===== src/hdl/json_string_unescape_utf8_defines.svh =====
// -----------------------------------------------------------------------------
// json string unescape assertion macros
// shared assertion forms, clocked on clk and disabled while arst_n is low
// -----------------------------------------------------------------------------
`ifndef JSON_STRING_UNESCAPE_UTF8_DEFINES_SVH
`define JSON_STRING_UNESCAPE_UTF8_DEFINES_SVH

// condition must hold at every clock edge out of reset
`define JSU_ASSERT_ALWAYS(name, cond, msg) \
	name: assert property (@(posedge clk) disable iff (!arst_n) (cond)) else $error(msg);

// consequent must hold in the same cycle as the antecedent
`define JSU_ASSERT_IMP(name, ante, cons, msg) \
	name: assert property (@(posedge clk) disable iff (!arst_n) (ante) |-> (cons)) \
		else $error(msg);

`endif


===== src/hdl/jsu_pkg.sv =====
// -----------------------------------------------------------------------------
// jsu_pkg
// types, status codes and utf-8 helpers for the json string unescaper
// -----------------------------------------------------------------------------
package jsu_pkg;

	typedef logic [2:0] status_t;

	localparam status_t ST_OK        = 3'd0;
	localparam status_t ST_ESC_END   = 3'd1;
	localparam status_t ST_BAD_ESC   = 3'd2;
	localparam status_t ST_BAD_HEX   = 3'd3;
	localparam status_t ST_BAD_SURR  = 3'd4;
	localparam status_t ST_UNTERM    = 3'd5;

	localparam logic [20:0] CP_MAX1  = 21'h00007F;
	localparam logic [20:0] CP_MAX2  = 21'h0007FF;
	localparam logic [20:0] CP_MAX3  = 21'h00FFFF;
	localparam logic [15:0] HI_FIRST = 16'hD800;
	localparam logic [15:0] HI_LAST  = 16'hDBFF;
	localparam logic [15:0] LO_FIRST = 16'hDC00;
	localparam logic [15:0] LO_LAST  = 16'hDFFF;
	localparam logic [10:0] PLANE_OFS = 11'h040;

	// one input transaction
	typedef struct packed {
		logic [7:0] in_byte;
		logic       string_start;
		logic       text_end;
	} item_t;

	// all results caused by one input transaction
	typedef struct packed {
		logic [3:0][7:0] bytes;
		logic [2:0]      nb;
		logic            fin;
		status_t         st;
	} burst_t;

	typedef struct packed {
		logic       ok;
		logic [3:0] val;
	} nib_t;

	function automatic nib_t hex_nib(input logic [7:0] c);
		nib_t r;
		r.ok  = 1'b1;
		r.val = 4'd0;
		if (c >= "0" && c <= "9") begin
			r.val = c[3:0];
		end else if ((c >= "a" && c <= "f") || (c >= "A" && c <= "F")) begin
			r.val = c[3:0] + 4'd9;
		end else begin
			r.ok = 1'b0;
		end
		return r;
	endfunction

	function automatic burst_t utf8_burst(input logic [20:0] cp);
		burst_t b;
		b.bytes = '0;
		b.fin   = 1'b0;
		b.st    = ST_OK;
		if (cp <= CP_MAX1) begin
			b.nb       = 3'd1;
			b.bytes[0] = cp[7:0];
		end else if (cp <= CP_MAX2) begin
			b.nb       = 3'd2;
			b.bytes[0] = {3'b110, cp[10:6]};
			b.bytes[1] = {2'b10, cp[5:0]};
		end else if (cp <= CP_MAX3) begin
			b.nb       = 3'd3;
			b.bytes[0] = {4'b1110, cp[15:12]};
			b.bytes[1] = {2'b10, cp[11:6]};
			b.bytes[2] = {2'b10, cp[5:0]};
		end else begin
			b.nb       = 3'd4;
			b.bytes[0] = {5'b11110, cp[20:18]};
			b.bytes[1] = {2'b10, cp[17:12]};
			b.bytes[2] = {2'b10, cp[11:6]};
			b.bytes[3] = {2'b10, cp[5:0]};
		end
		return b;
	endfunction

endpackage


===== src/hdl/json_string_unescape_utf8.sv =====
// -----------------------------------------------------------------------------
// json_string_unescape_utf8
// json string body unescaper with utf-8 output, one body byte per transaction
// -----------------------------------------------------------------------------
// slave side takes one string body byte per transaction, starting after the
// opening quote; tuser marks the first byte of a string, tlast the last byte
// of the whole text. master side gives one result per transaction: a decoded
// utf-8 byte (tuser high) or the final result of the string (tlast high)
// carrying the status code in tdata.
// an input byte passes the input register, then the burst register that feeds the
// output. it takes one input byte per cycle while each byte gives at most one
// result and the master side does not stall; a byte that yields more than one
// result (up to four utf-8 bytes plus the final result) holds the burst
// register until the single output port has sent them all. the next input
// byte is taken in the same cycle as the last result of a burst.
// reset clears the decoder to idle and empties both registers; bytes before a
// string start are dropped. a stalled master side holds the current result and
// the input register fills, after which s_tready drops.
// -----------------------------------------------------------------------------
module json_string_unescape_utf8 (
	input  logic        clk,
	input  logic        arst_n,
	input  logic        s_tvalid,
	output logic        s_tready,
	input  logic [7:0]  s_tdata,   // [7:0] in_byte
	input  logic        s_tuser,   // [0] string_start
	input  logic        s_tlast,   // text_end
	output logic        m_tvalid,
	input  logic        m_tready,
	output logic [15:0] m_tdata,   // [7:0] out_byte, [10:8] status, rest zero
	output logic        m_tuser,   // [0] has_byte
	output logic        m_tlast    // string_done
);
	import jsu_pkg::*;

	item_t   in_item, item_s1;
	logic    v_s1, adv;
	burst_t  burst;
	logic [7:0] out_byte;
	status_t status;

	assign in_item.in_byte      = s_tdata;
	assign in_item.string_start = s_tuser;
	assign in_item.text_end     = s_tlast;

	jsu_in_reg u_in_reg (
		.clk      (clk),
		.arst_n   (arst_n),
		.in_valid (s_tvalid),
		.in_ready (s_tready),
		.in_item  (in_item),
		.v_s1     (v_s1),
		.item_s1  (item_s1),
		.adv      (adv)
	);

	jsu_decode u_decode (
		.clk     (clk),
		.arst_n  (arst_n),
		.item_s1 (item_s1),
		.adv     (adv),
		.burst   (burst)
	);

	jsu_emit u_emit (
		.clk         (clk),
		.arst_n      (arst_n),
		.v_s1        (v_s1),
		.burst       (burst),
		.adv         (adv),
		.m_valid     (m_tvalid),
		.m_ready     (m_tready),
		.out_byte    (out_byte),
		.has_byte    (m_tuser),
		.string_done (m_tlast),
		.status      (status)
	);

	assign m_tdata = {5'd0, status, out_byte};

endmodule


===== src/hdl/jsu_in_reg.sv =====
// -----------------------------------------------------------------------------
// jsu_in_reg
// input register stage, holds one transaction until the decoder takes it
// -----------------------------------------------------------------------------
module jsu_in_reg (
	input  logic           clk,
	input  logic           arst_n,
	input  logic           in_valid,
	output logic           in_ready,
	input  jsu_pkg::item_t in_item,
	output logic           v_s1,
	output jsu_pkg::item_t item_s1,
	input  logic           adv
);
	import jsu_pkg::*;

	assign in_ready = !v_s1 || adv;

	always_ff @(posedge clk or negedge arst_n) begin
		if (!arst_n) begin
			v_s1 <= 1'b0;
		end else if (in_ready) begin
			v_s1 <= in_valid;
		end
	end

	always_ff @(posedge clk) begin
		if (in_ready && in_valid) begin
			item_s1 <= in_item;
		end
	end

endmodule


===== src/hdl/jsu_decode.sv =====
// -----------------------------------------------------------------------------
// jsu_decode
// escape state machine, turns one body byte into its burst of results
// -----------------------------------------------------------------------------
module jsu_decode (
	input  logic            clk,
	input  logic            arst_n,
	input  jsu_pkg::item_t  item_s1,
	input  logic            adv,
	output jsu_pkg::burst_t burst
);
	import jsu_pkg::*;

	typedef enum logic [2:0] {
		PH_IDLE, PH_TEXT, PH_ESC, PH_HEX, PH_PBS, PH_PU, PH_HEX2
	} phase_t;

	phase_t      phase_q, ph, ph_n;
	logic [1:0]  hex_q, hc, hc_n;
	logic [11:0] acc_q, acc, acc_n;
	logic [9:0]  hh_q, hh, hh_n;
	logic [15:0] acc_full;
	logic [10:0] plane;
	logic [7:0]  c;
	logic        last, fin, tail;
	status_t     st;
	nib_t        nb;
	burst_t      b;

	always_comb begin
		c    = item_s1.in_byte;
		last = item_s1.text_end;
		ph   = item_s1.string_start ? PH_TEXT : phase_q;
		hc   = item_s1.string_start ? 2'd0 : hex_q;
		acc  = item_s1.string_start ? 12'd0 : acc_q;
		hh   = item_s1.string_start ? 10'd0 : hh_q;

		nb       = hex_nib(c);
		acc_full = {acc, nb.val};
		plane    = {1'b0, hh} + PLANE_OFS;

		ph_n  = ph;
		hc_n  = hc;
		acc_n = acc;
		hh_n  = hh;
		fin   = 1'b0;
		tail  = 1'b0;
		st    = ST_OK;
		b     = '0;

		case (ph)
			PH_TEXT: begin
				if (c == "\"") begin
					fin = 1'b1;
				end else if (c == "\\") begin
					ph_n = PH_ESC;
					if (last) begin
						fin = 1'b1;
						st  = ST_ESC_END;
					end
				end else begin
					b.nb       = 3'd1;
					b.bytes[0] = c;
					tail       = 1'b1;
				end
			end
			PH_ESC: begin
				ph_n = PH_TEXT;
				b.nb = 3'd1;
				tail = 1'b1;
				case (c)
					"\"", "\\", "/": b.bytes[0] = c;
					"b": b.bytes[0] = 8'h08;
					"f": b.bytes[0] = 8'h0C;
					"n": b.bytes[0] = 8'h0A;
					"r": b.bytes[0] = 8'h0D;
					"t": b.bytes[0] = 8'h09;
					"u": begin
						b.nb  = 3'd0;
						tail  = 1'b0;
						ph_n  = PH_HEX;
						hc_n  = 2'd0;
						acc_n = 12'd0;
						if (last) begin
							fin = 1'b1;
							st  = ST_BAD_HEX;
						end
					end
					default: begin
						b.nb = 3'd0;
						tail = 1'b0;
						fin  = 1'b1;
						st   = ST_BAD_ESC;
					end
				endcase
			end
			PH_HEX, PH_HEX2: begin
				if (!nb.ok) begin
					fin = 1'b1;
					st  = ST_BAD_HEX;
				end else if (hc != 2'd3) begin
					hc_n  = hc + 2'd1;
					acc_n = acc_full[11:0];
					if (last) begin
						fin = 1'b1;
						st  = (ph == PH_HEX) ? ST_BAD_HEX : ST_BAD_SURR;
					end
				end else begin
					hc_n = 2'd0;
					if (ph == PH_HEX && acc_full >= HI_FIRST && acc_full <= HI_LAST) begin
						hh_n = acc_full[9:0];
						ph_n = PH_PBS;
						if (last) begin
							fin = 1'b1;
							st  = ST_BAD_SURR;
						end
					end else if (ph == PH_HEX && acc_full >= LO_FIRST && acc_full <= LO_LAST) begin
						fin = 1'b1;
						st  = ST_BAD_SURR;
					end else if (ph == PH_HEX) begin
						ph_n = PH_TEXT;
						b    = utf8_burst({5'd0, acc_full});
						tail = 1'b1;
					end else if (acc_full < LO_FIRST || acc_full > LO_LAST) begin
						fin = 1'b1;
						st  = ST_BAD_SURR;
					end else begin
						ph_n = PH_TEXT;
						b    = utf8_burst({plane, acc_full[9:0]});
						tail = 1'b1;
					end
				end
			end
			PH_PBS: begin
				ph_n = PH_PU;
				if (c != "\\" || last) begin
					fin = 1'b1;
					st  = ST_BAD_SURR;
				end
			end
			PH_PU: begin
				ph_n  = PH_HEX2;
				hc_n  = 2'd0;
				acc_n = 12'd0;
				if (c != "u" || last) begin
					fin = 1'b1;
					st  = ST_BAD_SURR;
				end
			end
			default: begin
				ph_n = PH_IDLE;
			end
		endcase

		// string left open on the last byte of the text
		if (tail && last) begin
			fin = 1'b1;
			st  = ST_UNTERM;
		end

		b.fin = fin;
		b.st  = st;
		burst = b;
	end

	always_ff @(posedge clk or negedge arst_n) begin
		if (!arst_n) begin
			phase_q <= PH_IDLE;
			hex_q   <= 2'd0;
			acc_q   <= 12'd0;
			hh_q    <= 10'd0;
		end else if (adv) begin
			if (fin) begin
				phase_q <= PH_IDLE;
				hex_q   <= 2'd0;
				acc_q   <= 12'd0;
				hh_q    <= 10'd0;
			end else begin
				phase_q <= ph_n;
				hex_q   <= hc_n;
				acc_q   <= acc_n;
				hh_q    <= hh_n;
			end
		end
	end

endmodule


===== src/hdl/jsu_emit.sv =====
// -----------------------------------------------------------------------------
// jsu_emit
// result register, sends the bytes of one burst and its final result in order
// -----------------------------------------------------------------------------
module jsu_emit (
	input  logic            clk,
	input  logic            arst_n,
	input  logic            v_s1,
	input  jsu_pkg::burst_t burst,
	output logic            adv,
	output logic            m_valid,
	input  logic            m_ready,
	output logic [7:0]      out_byte,
	output logic            has_byte,
	output logic            string_done,
	output jsu_pkg::status_t status
);
	import jsu_pkg::*;

	`include "json_string_unescape_utf8_defines.svh"

	logic [3:0][7:0] bytes_q;
	logic [2:0]      nb_q;
	logic            fin_q;
	status_t         st_q;
	logic [2:0]      pos_q;
	logic [2:0]      total;
	logic            take;

	assign total    = nb_q + {2'd0, fin_q};
	assign m_valid  = (pos_q != total);
	// burst register frees up once its last result goes out
	assign take     = !m_valid || (m_ready && (pos_q + 3'd1 == total));
	assign adv      = v_s1 && take;

	assign has_byte    = (pos_q < nb_q);
	assign out_byte    = has_byte ? bytes_q[pos_q[1:0]] : 8'd0;
	assign string_done = !has_byte;
	assign status      = has_byte ? ST_OK : st_q;

	always_ff @(posedge clk or negedge arst_n) begin
		if (!arst_n) begin
			nb_q  <= 3'd0;
			fin_q <= 1'b0;
			pos_q <= 3'd0;
		end else if (take) begin
			nb_q  <= adv ? burst.nb : 3'd0;
			fin_q <= adv ? burst.fin : 1'b0;
			pos_q <= 3'd0;
		end else if (m_ready) begin
			pos_q <= pos_q + 3'd1;
		end
	end

	always_ff @(posedge clk) begin
		if (adv) begin
			bytes_q <= burst.bytes;
			st_q    <= burst.st;
		end
	end

	`JSU_ASSERT_ALWAYS(a_pos_in_burst, pos_q <= total, "result position past end of burst")
	`JSU_ASSERT_ALWAYS(a_burst_size, total <= 3'd5, "burst holds more than five results")
	`JSU_ASSERT_IMP(a_byte_status, m_valid && has_byte, status == ST_OK,
		"byte result carries a nonzero status")
	`JSU_ASSERT_IMP(a_done_no_byte, m_valid && string_done, fin_q && pos_q == nb_q,
		"final result sent before all bytes of the burst")

endmodule


===== config.mk =====
export PLATFORM = sky130hd
export DESIGN_NAME = json_string_unescape_utf8
export DESIGN_NICKNAME = d
export VERILOG_FILES = /design/src/hdl/jsu_pkg.sv /design/src/hdl/json_string_unescape_utf8.sv /design/src/hdl/jsu_in_reg.sv /design/src/hdl/jsu_decode.sv /design/src/hdl/jsu_emit.sv
export VERILOG_INCLUDE_DIRS = /design/src /design/src/hdl
export SDC_FILE = /design/constraint.sdc
export NUM_CORES = 1
export LEC_CHECK = 0
export BUFFER_PORTS_ARGS = -buffer_cell sky130_fd_sc_hd__buf_2
export CAP_MARGIN = 0
export CORE_ASPECT_RATIO = 0.6
export CORE_MARGIN = 2
export CORE_UTILIZATION = 35
export DETAILED_ROUTE_END_ITERATION = 10
export SLEW_MARGIN = 10
export SYNTH_ARGS = -nofsm -noshare
export SYNTH_HDL_FRONTEND = slang
export SYNTH_HIERARCHICAL = 1
export SYNTH_SLANG_ARGS = --single-unit

===== constraint.sdc =====
create_clock -name clk -period 9.4 [get_ports clk]
set_input_delay 0 -clock clk [delete_from_list [all_inputs] [get_ports clk]]
set_output_delay 0 -clock clk [all_outputs]
set_load 0.01 [all_outputs]

==> flow_metrics.env <==
export IMPL_layout_nets=718
export IMPL_grt_usage=0.228
export IMPL_cpMaxStageDelayCell="nor4b_1"
export IMPL_vdd_drop_max_mv=0.210
export IMPL_antenna_found_initial=0
export IMPL_postCtsSetupBuffers=0
export IMPL_holdCritPathClass="in2async"
export IMPL_numPortBuffers=28
export IMPL_worstPathCellList="ha_1 > xnor2_1 > nand3_1 > o21ai_1 > a22o_1 > and2_2 > buf_4 > inv_1 > nor4b_1 > a22o_1"
export IMPL_cts_resized=0
export IMPL_relSlewSlack=0.191
export IMPL_clockBufferDepth=2
export IMPL_ys_seq_elements=80
export IMPL_power_density_nw_per_um2=318
export IMPL_drt_first_iter_violations=996
export IMPL_row_count=37
export IMPL_critical_path_class="reg2reg"
export IMPL_cts_buffers=9
export IMPL_wl_um=20400
export IMPL_fin_hold_ws_ns=0.298
export IMPL_worst_ep_arrival_time_ns=4.70
export IMPL_tightest_slew_ns=1.20
export IMPL_synth_edff_count=45
export IMPL_fmax_mhz=226
export IMPL_cts_sinks=80
export IMPL_final_setup_viol_count=0
export IMPL_fp_coreArea_um2=16900
export IMPL_rsz0062_at_grt="no"
export IMPL_critical_path_depth=10
export IMPL_setup_tns_ns=0
export IMPL_grt_pass1_wl_um=31900
export IMPL_drive_above_1_share=0.129
export IMPL_num_vias=5743
export IMPL_fp_dieArea_um2=18200
export IMPL_diodes=0
export IMPL_crit_buf_inv=2
export IMPL_yosys_most_used_dff="edfxtp_1"
export IMPL_syn_to_final_growth_pct=12.6
export IMPL_gp_congestion=1.01
export IMPL_n_fill_cell=1708
export IMPL_p_leak_nw=2.54
export IMPL_hpwlAfterDp_um=15400
export IMPL_fin_crit_ns=4.42
export IMPL_endpoint_kind="flip-flop"
export IMPL_slowest_delay_ns=0.89
export IMPL_status="complete, no violations"
export IMPL_drv_cap=0
export IMPL_ys_top_cells_by_area="edfxtp_1, dfrtp_1, nand2_1"
export IMPL_io_pin_count=34
export IMPL_synth_common_cells="nand2_1, nor2_1, edfxtp_1, a21oi_1, o21ai_0"
export IMPL_start_util=0.354
export IMPL_fin_crit_sh=0.470
export IMPL_ys_seq_area_frac=0.371
export IMPL_async_reset_ff_frac=0.438
export IMPL_post_drt_wl_per_cell_um=21.9
export IMPL_yosysMostFrequentCell="nand2_1"
export IMPL_grt_pass1_vias=5165
export IMPL_fin_worst_skew_ns=0.00902
export IMPL_place_ws_ns=5.05
export IMPL_synth_distinct_cells=91
export IMPL_cp_max_fo=49
export IMPL_grt_max_degree=50
export IMPL_yosysTopAreaCell="edfxtp_1"
export IMPL_cts_tree="built"
export IMPL_synth_top_cell_area_share=0.225
export IMPL_htreeDepth=3
export IMPL_syn_avg_cell_area_um2=8.94
export IMPL_reg2regPathDepth=10
export IMPL_detail_route_vias_per_cell=6.17
export IMPL_drt_pass1_iter_count=7
export IMPL_synth_area_um2=6000
export IMPL_overflow=0
export IMPL_finalWorstSetupSlack_ns=4.98
export IMPL_ys_warn_count=6
export IMPL_clk_latency_ns=0.34
export IMPL_worstSetupStartpointType="flip-flop"
export IMPL_drc=0
export IMPL_die_height_um=105
export IMPL_syn_inst=671
export IMPL_finalHoldViolCount=0
export IMPL_slew_viol_final=0
export IMPL_ant_nets=0
export IMPL_die_w_um=173
export IMPL_path_common_cell="a22o_1"
export IMPL_crit_family="simple AND/OR/NAND/NOR gates"
export IMPL_path_clk_slew_ns=0.07
export IMPL_root_buffer="clkbuf_16"
export IMPL_crit_required_ns=9.68
==> path summary, 6_finish.rpt <==
kind | slack [ns] | end | start
worst max register to register | 4.98 | u_decode/acc_q[5]$_DFFE_PN0P_ | u_emit/pos_q[0]$_DFFE_PN0P_
worst min register to register | 0.50 | u_decode/hex_q[1]$_DFFE_PN0P_ | u_decode/hex_q[1]$_DFFE_PN0P_
worst min-delay path | 0.30 | u_decode/hh_q[8]$_DFFE_PN0P_ | arst_n
min in group clk | 0.36 | u_in_reg/item_s1[8]$_DFFE_PP_ | s_tdata[6]
max in group asynchronous | 8.56 | u_emit/fin_q$_DFFE_PN0P_ | arst_n
worst max-delay path | 4.98 | u_decode/acc_q[5]$_DFFE_PN0P_ | u_emit/pos_q[0]$_DFFE_PN0P_
==> metal layers <==
layer / global-route usage / routed length (um) / vias up
met5: 0 / 0 / -
met4: 0.0490 / 395 / 0
met3: 0.0790 / 2900 / 42
met2: 0.275 / 7060 / 394
met1: 0.371 / 10100 / 2767
li1: - / - / 2540
==> state kept, by name, summed over array words and instances (netlist names) <==
signal / count
u_decode/phase_q: 3
u_emit/st_q: 3
u_in_reg/item_s1: 10
u_in_reg/v_s1: 1
u_emit/fin_q: 1
u_decode/acc_q: 12
u_emit/pos_q: 3
u_decode/hh_q: 10
u_emit/nb_q: 3
u_emit/bytes_q: 32
u_decode/hex_q: 2
==> final cells by class <==
class / count / area, um2 / area share
multi-input combinational: 517 / 3440 / 0.510
sequential: 80 / 2230 / 0.330
tap: 234 / 293 / 0.0433
clock buffer: 9 / 225 / 0.0333
clock inverter: 7 / 101 / 0.0150
inverter: 35 / 134 / 0.0198
timing repair buffer: 49 / 330 / 0.0489
==> cell usage in the layout, fill, tap and decap left out, types with 7 or more instances in the layout <==
master	synthesis	routed
and2_1	12	11
edfxtp_1	45	45
nor2_1	62	62
nand3b_1	7	7
a21oi_1	39	39
a22o_1	11	11
ha_1	12	12
inv_1	34	34
buf_4	9	8
buf_2	3	28
dfrtp_1	35	35
nand4_1	9	9
or3_1	7	7
nor2b_1	13	13
nand2_1	67	67
nand2b_1	13	13
clkbuf_16	0	9
mux2i_1	8	8
o21ai_0	38	38
xnor2_1	7	7
conb_1	2	8
dlygate4sd3_1	0	13
o22ai_1	17	17
mux4_2	8	8
nand3_1	12	12
nor3_1	20	19
==> where the power goes <==
part	internal (mW)	switching [mW]	leakage, nW	total, mW
Clock	0.237	0.158	0.160	0.395
Sequential	0.563	0.119	0.907	0.682
Combinational	0.383	0.687	1.47	1.07
==> repair_timing <==
action / 4_1_cts / 5_1_grt
hold endpoints to repair: 47 / 0
hold buffers: 13 / 0
endpoints found under the setup margin: 0 / 0
==> metrics by stage <==
step                cells  cell area, um2  power, mW  utilization
floorplan             677            6020       1.42            -
global placement      902            6300       1.73        0.372
detailed placement    902            6300       1.73        0.372
CTS                   931            6750       2.13        0.399
global route          931            6750       2.28        0.399
finish                931            6750       2.15        0.399
==> logic make-up (layout without fill, tap and decap cells) <==
group | Yosys count | after routing | share of synthesized area
XOR/XNOR | 13 | 13 | 0.0225
other | 2 | 8 | 0.00125
multiplexers | 19 | 19 | 0.0490
buffers and inverters | 80 | 100 | 0.0593
AO/OA/AOI/OAI | 201 | 201 | 0.240
AND/OR/NAND/NOR | 264 | 264 | 0.232
adder cells (fa/ha/maj) | 12 | 12 | 0.0250
flip-flops | 80 | 80 | 0.371
==> worst reg2reg max path, cell delays in order, from the launching register on <==
cell and delay [ns]:
dfrtp_1 0.83, ha_1 0.39, xnor2_1 0.17, nand3_1 0.20, o21ai_1 0.27, a22o_1 0.22
and2_2 0.15, buf_4 0.53, inv_1 0.47, nor4b_1 0.89, a22o_1 0.24
(Power assumes the default switching activity.)
